<file path="config.mk">
export PLATFORM = sky130hd
export DESIGN_NAME = snsc_ctrl
export DESIGN_NICKNAME = d
export VERILOG_FILES = /design/src/hdl/snsc_pkg.sv /design/src/hdl/snsc_ctrl.sv
export SDC_FILE = /design/constraint.sdc
export NUM_CORES = 1
export LEC_CHECK = 0
export BUFFER_PORTS_ARGS = -buffer_cell sky130_fd_sc_hd__buf_4
export CAP_MARGIN = 20
export CORE_ASPECT_RATIO = 0.8
export CORE_UTILIZATION = 61
export CTS_CLUSTER_DIAMETER = 150
export DETAILED_ROUTE_END_ITERATION = 7
export PLACE_DENSITY = 0.9
export SLEW_MARGIN = 20
export SYNTH_ARGS = -nofsm -noshare
export SYNTH_HDL_FRONTEND = slang
export SYNTH_SLANG_ARGS = --single-unit
</file>
<file path="constraint.sdc">
create_clock -name i_clk -period 6 [get_ports i_clk]
set_input_delay 0.9 -clock i_clk [delete_from_list [all_inputs] [get_ports i_clk]]
set_output_delay 0.9 -clock i_clk [all_outputs]
set_load 0.01 [all_outputs]
</file>
<file path="src/hdl/snsc_pkg.sv">
`default_nettype none
package snsc_pkg;
    localparam int MaxRows = 16;
    localparam int MaxCols = 16;
    localparam int MaxDims = 16;
    localparam int Neurons = MaxRows * MaxCols;
    localparam int NW = $clog2(Neurons);
    localparam int DW = $clog2(MaxDims);
    localparam int DimLimit = (MaxDims < 16) ? MaxDims : 16;
    localparam int AccW = 37;
    localparam int DistW = 18;
    localparam int ScoreW = 21;

    localparam logic [1:0] KIND_WEIGHT  = 2'd0;
    localparam logic [1:0] KIND_LABEL   = 2'd1;
    localparam logic [1:0] KIND_PATTERN = 2'd2;

    localparam logic [1:0] REG_ROWS = 2'd0;
    localparam logic [1:0] REG_COLS = 2'd1;
    localparam logic [1:0] REG_DIMS = 2'd2;

    typedef struct packed {
        logic [1:0]  kind;
        logic [7:0]  neuron_index;
        logic [3:0]  component_index;
        logic signed [15:0] value;
        logic [15:0] class_label;
    } t_in_beat;

    typedef struct packed {
        logic [15:0] label;
        logic [7:0]  winner_index;
        logic [20:0] best_score;
    } t_out_beat;

    typedef struct packed {
        logic          dist_start;
        logic          dist_clear;
        logic          dist_store;
        logic          score_start;
        logic [NW-1:0] neuron;
        logic [DW-1:0] dim;
        logic [2:0]    nb;
        logic          emit;
    } t_cmd;

    typedef struct packed {
        logic sqrt_done;
    } t_status;
endpackage
`default_nettype wire

</file>
<file path="src/hdl/snsc_ctrl.sv">
`default_nettype none
module snsc_ctrl
    import snsc_pkg::*;
(
    input  wire logic        i_clk,
    input  wire logic        i_rst_n,
    input  wire logic        i_go,
    input  wire logic [4:0]  i_rows,
    input  wire logic [4:0]  i_cols,
    input  wire logic [4:0]  i_dims,
    input  wire t_status     i_status,
    output t_cmd             o_cmd,
    output logic             o_busy,
    output logic             o_done
);
    typedef enum logic [7:0] {
        S_IDLE  = 8'b00000001,
        S_DIST  = 8'b00000010,
        S_DRAIN = 8'b00000100,
        S_SQRT  = 8'b00001000,
        S_NB    = 8'b00010000,
        S_NBW   = 8'b00100000,
        S_CMP   = 8'b01000000,
        S_OUT   = 8'b10000000
    } t_state;

    t_state r_state;
    logic [DW-1:0] r_d;
    logic [2:0]    r_k;
    logic [NW:0]   r_n;
    logic [4:0]    r_y, r_x;
    logic [2:0]    r_nb;
    logic [1:0]    r_w;
    logic [3:0]    r_out;
    logic [NW:0]   total;
    logic [NW:0]   nb_idx;
    logic          nb_ok;

    assign total = (NW+1)'(i_rows) * (NW+1)'(i_cols);

    always_comb begin
        nb_ok = 1'b0;
        nb_idx = r_n;
        case (r_nb)
            3'd1: begin nb_ok = 1'b1; nb_idx = r_n; end
            3'd2: begin nb_ok = r_y != 0; nb_idx = r_n - (NW+1)'(i_cols); end
            3'd3: begin nb_ok = r_y + 1 < i_rows; nb_idx = r_n + (NW+1)'(i_cols); end
            3'd4: begin nb_ok = r_x != 0; nb_idx = r_n - 1'b1; end
            3'd5: begin nb_ok = r_x + 1 < i_cols; nb_idx = r_n + 1'b1; end
            default: begin nb_ok = 1'b0; nb_idx = r_n; end
        endcase
    end

    always_comb begin
        o_cmd = '0;
        o_cmd.neuron = r_n[NW-1:0];
        o_cmd.dim = r_d;
        case (r_state)
            S_DIST: o_cmd.dist_start = 1'b1;
            S_DRAIN: if (r_k == 3'd4) begin o_cmd.dist_store = 1'b1; o_cmd.nb = 3'd7; end
            S_NB: begin
                o_cmd.neuron = nb_idx[NW-1:0];
                if (r_nb == 3'd1) o_cmd.score_start = 1'b1;
                else if (nb_ok) o_cmd.nb = 3'd1;
            end
            S_CMP: o_cmd.dist_store = 1'b1;
            S_OUT: o_cmd.emit = 1'b1;
            default: ;
        endcase
        if (r_state == S_NB && r_nb == 3'd1) o_cmd.nb = 3'd1;
        if (r_state == S_DIST && r_d == '0) o_cmd.dist_clear = r_k == 3'd0;
    end

    always_ff @(posedge i_clk) begin
        if (!i_rst_n) begin
            r_state <= S_IDLE;
            o_done <= 1'b0;
        end else begin
            o_done <= 1'b0;
            case (r_state)
                S_IDLE: if (i_go) begin
                    r_state <= S_DIST; r_n <= '0; r_d <= '0; r_k <= '0;
                end
                S_DIST: begin
                    r_k <= 3'd1;
                    if (r_d == DW'(i_dims - 1'b1)) begin
                        r_state <= S_DRAIN; r_k <= 3'd0;
                    end else r_d <= r_d + 1'b1;
                end
                S_DRAIN: begin
                    r_k <= r_k + 1'b1;
                    if (r_k == 3'd4) r_state <= S_SQRT;
                end
                S_SQRT: if (i_status.sqrt_done) begin
                    if (r_n + 1'b1 == total) begin
                        r_state <= S_NB; r_n <= '0; r_y <= '0; r_x <= '0; r_nb <= 3'd1;
                    end else begin
                        r_n <= r_n + 1'b1; r_d <= '0; r_k <= '0; r_state <= S_DIST;
                    end
                end
                S_NB: begin
                    if (r_nb == 3'd5) begin r_state <= S_NBW; r_w <= '0; end
                    r_nb <= r_nb + 1'b1;
                end
                S_NBW: begin
                    r_w <= r_w + 1'b1;
                    if (r_w == 2'd1) r_state <= S_CMP;
                end
                S_CMP: begin
                    if (r_n + 1'b1 == total) begin
                        r_state <= S_OUT; r_out <= '0;
                    end else begin
                        r_n <= r_n + 1'b1; r_nb <= 3'd1; r_state <= S_NB;
                        if (r_x + 1 == i_cols) begin r_x <= '0; r_y <= r_y + 1'b1; end
                        else r_x <= r_x + 1'b1;
                    end
                end
                S_OUT: begin
                    r_out <= r_out + 1'b1;
                    if (r_out == 4'd2) begin o_done <= 1'b1; r_state <= S_IDLE; end
                end
                default: r_state <= S_IDLE;
            endcase
        end
    end

    assign o_busy = r_state != S_IDLE;

    a_onehot: assert property (@(posedge i_clk) disable iff (!i_rst_n) $onehot(r_state))
        else $error("state not one-hot");
    a_done_idle: assert property (@(posedge i_clk) disable iff (!i_rst_n)
        o_done |-> r_state == S_IDLE) else $error("done outside idle");
    a_go_start: assert property (@(posedge i_clk) disable iff (!i_rst_n)
        (i_go && r_state == S_IDLE) |=> r_state == S_DIST) else $error("start lost");
endmodule
`default_nettype wire
</file>
==> summary.txt <==
Status
  – Outcome: complete, no violations

Cells and area
  – Final design utilization: 0.723
  – Fill count: ~480
  – Final net count: 600
  – Synth-to-Final Area Change: 11.2%
  – Antenna diodes: 0
  – Share of layout cells above drive strength 1: 0.125

Route
  – Pre-antenna DRT Iters: 5
  – Number of vias per cell: 6.20
  – Routed len/inst: approximately 17 um
  – Drt initial violations: 342
  – Post-Route WL: between 10 and 15 mm
  – Residual DRC: 0
  – DR vias: between 3000 and 4000
  – DRT antenna net count: 0

Power and ir drop
  – Total power: 1.22 mW
  – Power Density: around 260 nW/um^2
  – Clk pwr share: 0.201
  – Logic gate share of total power: 0.440
  – Leak: approximately 2.1 nW
  – Int Power: between 700 and 800 uW
  – Net Sw Frac: 0.384
  – Maximum vdd drop: 197 uV
  – Switching power: about 470 uW
  – Sequential Power Share: 0.359

Timing
  – WHS: 0.526 ns
  – Layout Skew: between 0.009 and 0.01 ns
  – Fin Setup TNS: 0 ns
  – Final setup fails: 0
  – Hold violation count in the final report: 0
  – Slew headroom: 0.323
  – Crit path time final: about 4.9 ns
  – RSZ-0062 raised after global routing: no
  – Period utilisation layout: 0.809
  – Fmax: just over 200 MHz
  – Final slew viol count: 0
  – Tightest Pin Transition: between 1 and 1.5 ns

Placement
  – PortBufs: 39
  – Placer Congestion: roughly 1
  – Dpl hpwl: about 8.2 mm

Yosys
  – Syn_nets: roughly 560
  – Cells after Synth: 484
  – Register area share after synthesis: 0.287
  – Post-synth EDFFs: 35
  – Distinct cells, synth: 69
  – Area leader, netlist: edfxtp_1
  – Syn avg cell area: between 8 and 9 um^2
  – Primary FF master, synth: edfxtp_1
  – Yosys warns: 0
  – Fraction of registers with async set/reset: 0
  – Flops & latches, synth: 44
  – Synthesized area: 4290 um^2
  – Top cells by area, synth: edfxtp_1 24%, ha_1 15%, xnor2_1 5.3%
  – Top-area cell type share of the netlist area: 0.245

Floorplanning
  – Die ar.: 7380 um^2
  – Chip Width: roughly 96 um
  – Initial cell density of the core: 0.650
  – Ports: 41
  – Placeable Area: 6600 um^2
  – # rows: 26
  – Die extent in y: 77.0 um

Clock tree
  – CTS H-tree lvls: 2
  – Root buffer selected by CTS: clkbuf_8
  – Clock net sink count: 44
  – CTS buffer count: 5
  – Clk pin slew, worst setup/hold paths: around 0.090 ns
  – Clk_lat worst skew: around 0.30 ns
  – TritonCTS clock tree: yes
  – Post-CTS Resized: 0
  – Post-CTS Setup Bufs: 0
  – Clock buffer depth: 2
  – Cts hold-fix bufs: 0

Global route
  – First-pass GRT wire length: 16.7 mm
  – Initial antenna violation count: 0
  – Gr ovfl total: 0
  – GR Util All Layers: 0.292
  – Pin count of the biggest net entering global routing: 15
  – Vias in the first global route: between 3000 and 4000

Critical path
  – Critical path fanouts, max: 9
  – Worst EP required: roughly 6 ns
  – Startpoint types: input port
  – Crit path kind: in -> reg
  – Critical path arrival: 4.86 ns
  – Crit end category: register

Worst hold path
  – Worst hold path class: reg -> reg

Run
  – Max Cap Viol: 0
cells in the mapped netlist, drive strengths merged, types with 6 or more instances:
master   n
and3     6
and2    13
inv     57
edfxtp  35
ha      52
fa       9
xnor2   27
nand2b   9
a21o     6
o22ai    6
nor2    44
a211oi   8
nor3    14
o21ai   14
dfxtp    9
nor2b    8
nand2   32
nand3   18
a21oi   34
xor2    12
clkbuf   8
logic make-up (layout without fill, tap and decap cells):
| family | count (synthesis) | in the layout | share of synthesized area |
|---|---|---|---|
| AO/OA/AOI/OAI | 102 | 102 | 0.156 |
| XOR/XNOR | 42 | 42 | 0.0973 |
| buffers and inverters | 68 | 105 | 0.0606 |
| multiplexers | 2 | 2 | 0.00466 |
| AND/OR/NAND/NOR | 165 | 165 | 0.201 |
| adder cells (fa/ha/maj) | 61 | 61 | 0.193 |
| flip-flops | 44 | 44 | 0.287 |
registers in the layout, summed over array words and instances, names as in the netlist:
register / flops
r_y: 5
r_w: 2
r_state: 8
r_out: 4
r_d: 4
r_nb: 3
o_done: 1
r_x: 5
r_k: 3
r_n: 9
cell usage in the layout, fill, tap and decap left out, drive strengths merged, types with 12 or more instances in the layout:
| cell | Yosys | layout |
|---|---|---|
| buf | 2 | 39 |
| nor3 | 14 | 14 |
| ha | 52 | 52 |
| and2 | 13 | 13 |
| a21oi | 34 | 34 |
| o21ai | 14 | 14 |
| nor2 | 44 | 44 |
| xor2 | 12 | 12 |
| xnor2 | 27 | 27 |
| edfxtp | 35 | 35 |
| nand2 | 32 | 32 |
| nand3 | 18 | 18 |
| inv | 57 | 57 |
worst paths after layout:
kind         startpoint    endpoint  slack, ns  depth (start not counted)
max           i_cols[3]      r_y[1]       1.14                         14
min          r_state[5]  r_state[5]       0.53                          2
max reg2reg      r_n[0]      r_y[1]       2.83                          8
min reg2reg  r_state[5]  r_state[5]       0.53                          2
power groups by stage:
stage	logic [mW]	registers, mW	clock network, mW
2_1_floorplan	0.382	0.429	0
3_3_place_gp	0.502	0.442	0
3_5_place_dp	0.527	0.444	0
4_1_cts	0.534	0.437	0.241
5_1_grt	0.589	0.444	0.255
6_report	0.539	0.439	0.246
worst max-delay path, stage by stage:
cell and delay, ns:
buf_4 0.14, nand2_1 0.08, fa_1 0.50, fa_1 0.54, inv_1 0.05, fa_1 0.49, ha_1 0.37, nand2b_1 0.09
a21oi_1 0.16, xnor2_1 0.16, xnor2_1 0.09, or4_4 0.60, nor3_2 0.35, o211a_1 0.34
layout make-up:
type                       instances  area, um^2  share of cell area
sequential                        44        1230               0.258
timing repair buffer              39         293              0.0613
multi-input combinational        372        2810               0.588
inverter                          58         218              0.0456
clock inverter                     2        38.8             0.00812
tap                               84         105              0.0220
clock buffer                       6        82.6              0.0173
metal layers:
metal / global-route usage / vias to the layer above / routed length [um]
met5: 0 / - / 0
met4: 0.0612 / 0 / 137
met3: 0.0486 / 21 / 779
met2: 0.462 / 173 / 4770
met1: 0.420 / 1780 / 4520
li1: - / 1774 / -
metrics by stage:
stage	setup WS [ns]	std cells	cell area, um^2
after floorplan	0.996	484	4290
after global placement	0.913	597	4650
after detailed placement	0.864	597	4650
after CTS	1.15	605	4770
after global routing	1.00	605	4780
final	1.14	605	4780
(Power assumes the default switching activity.)
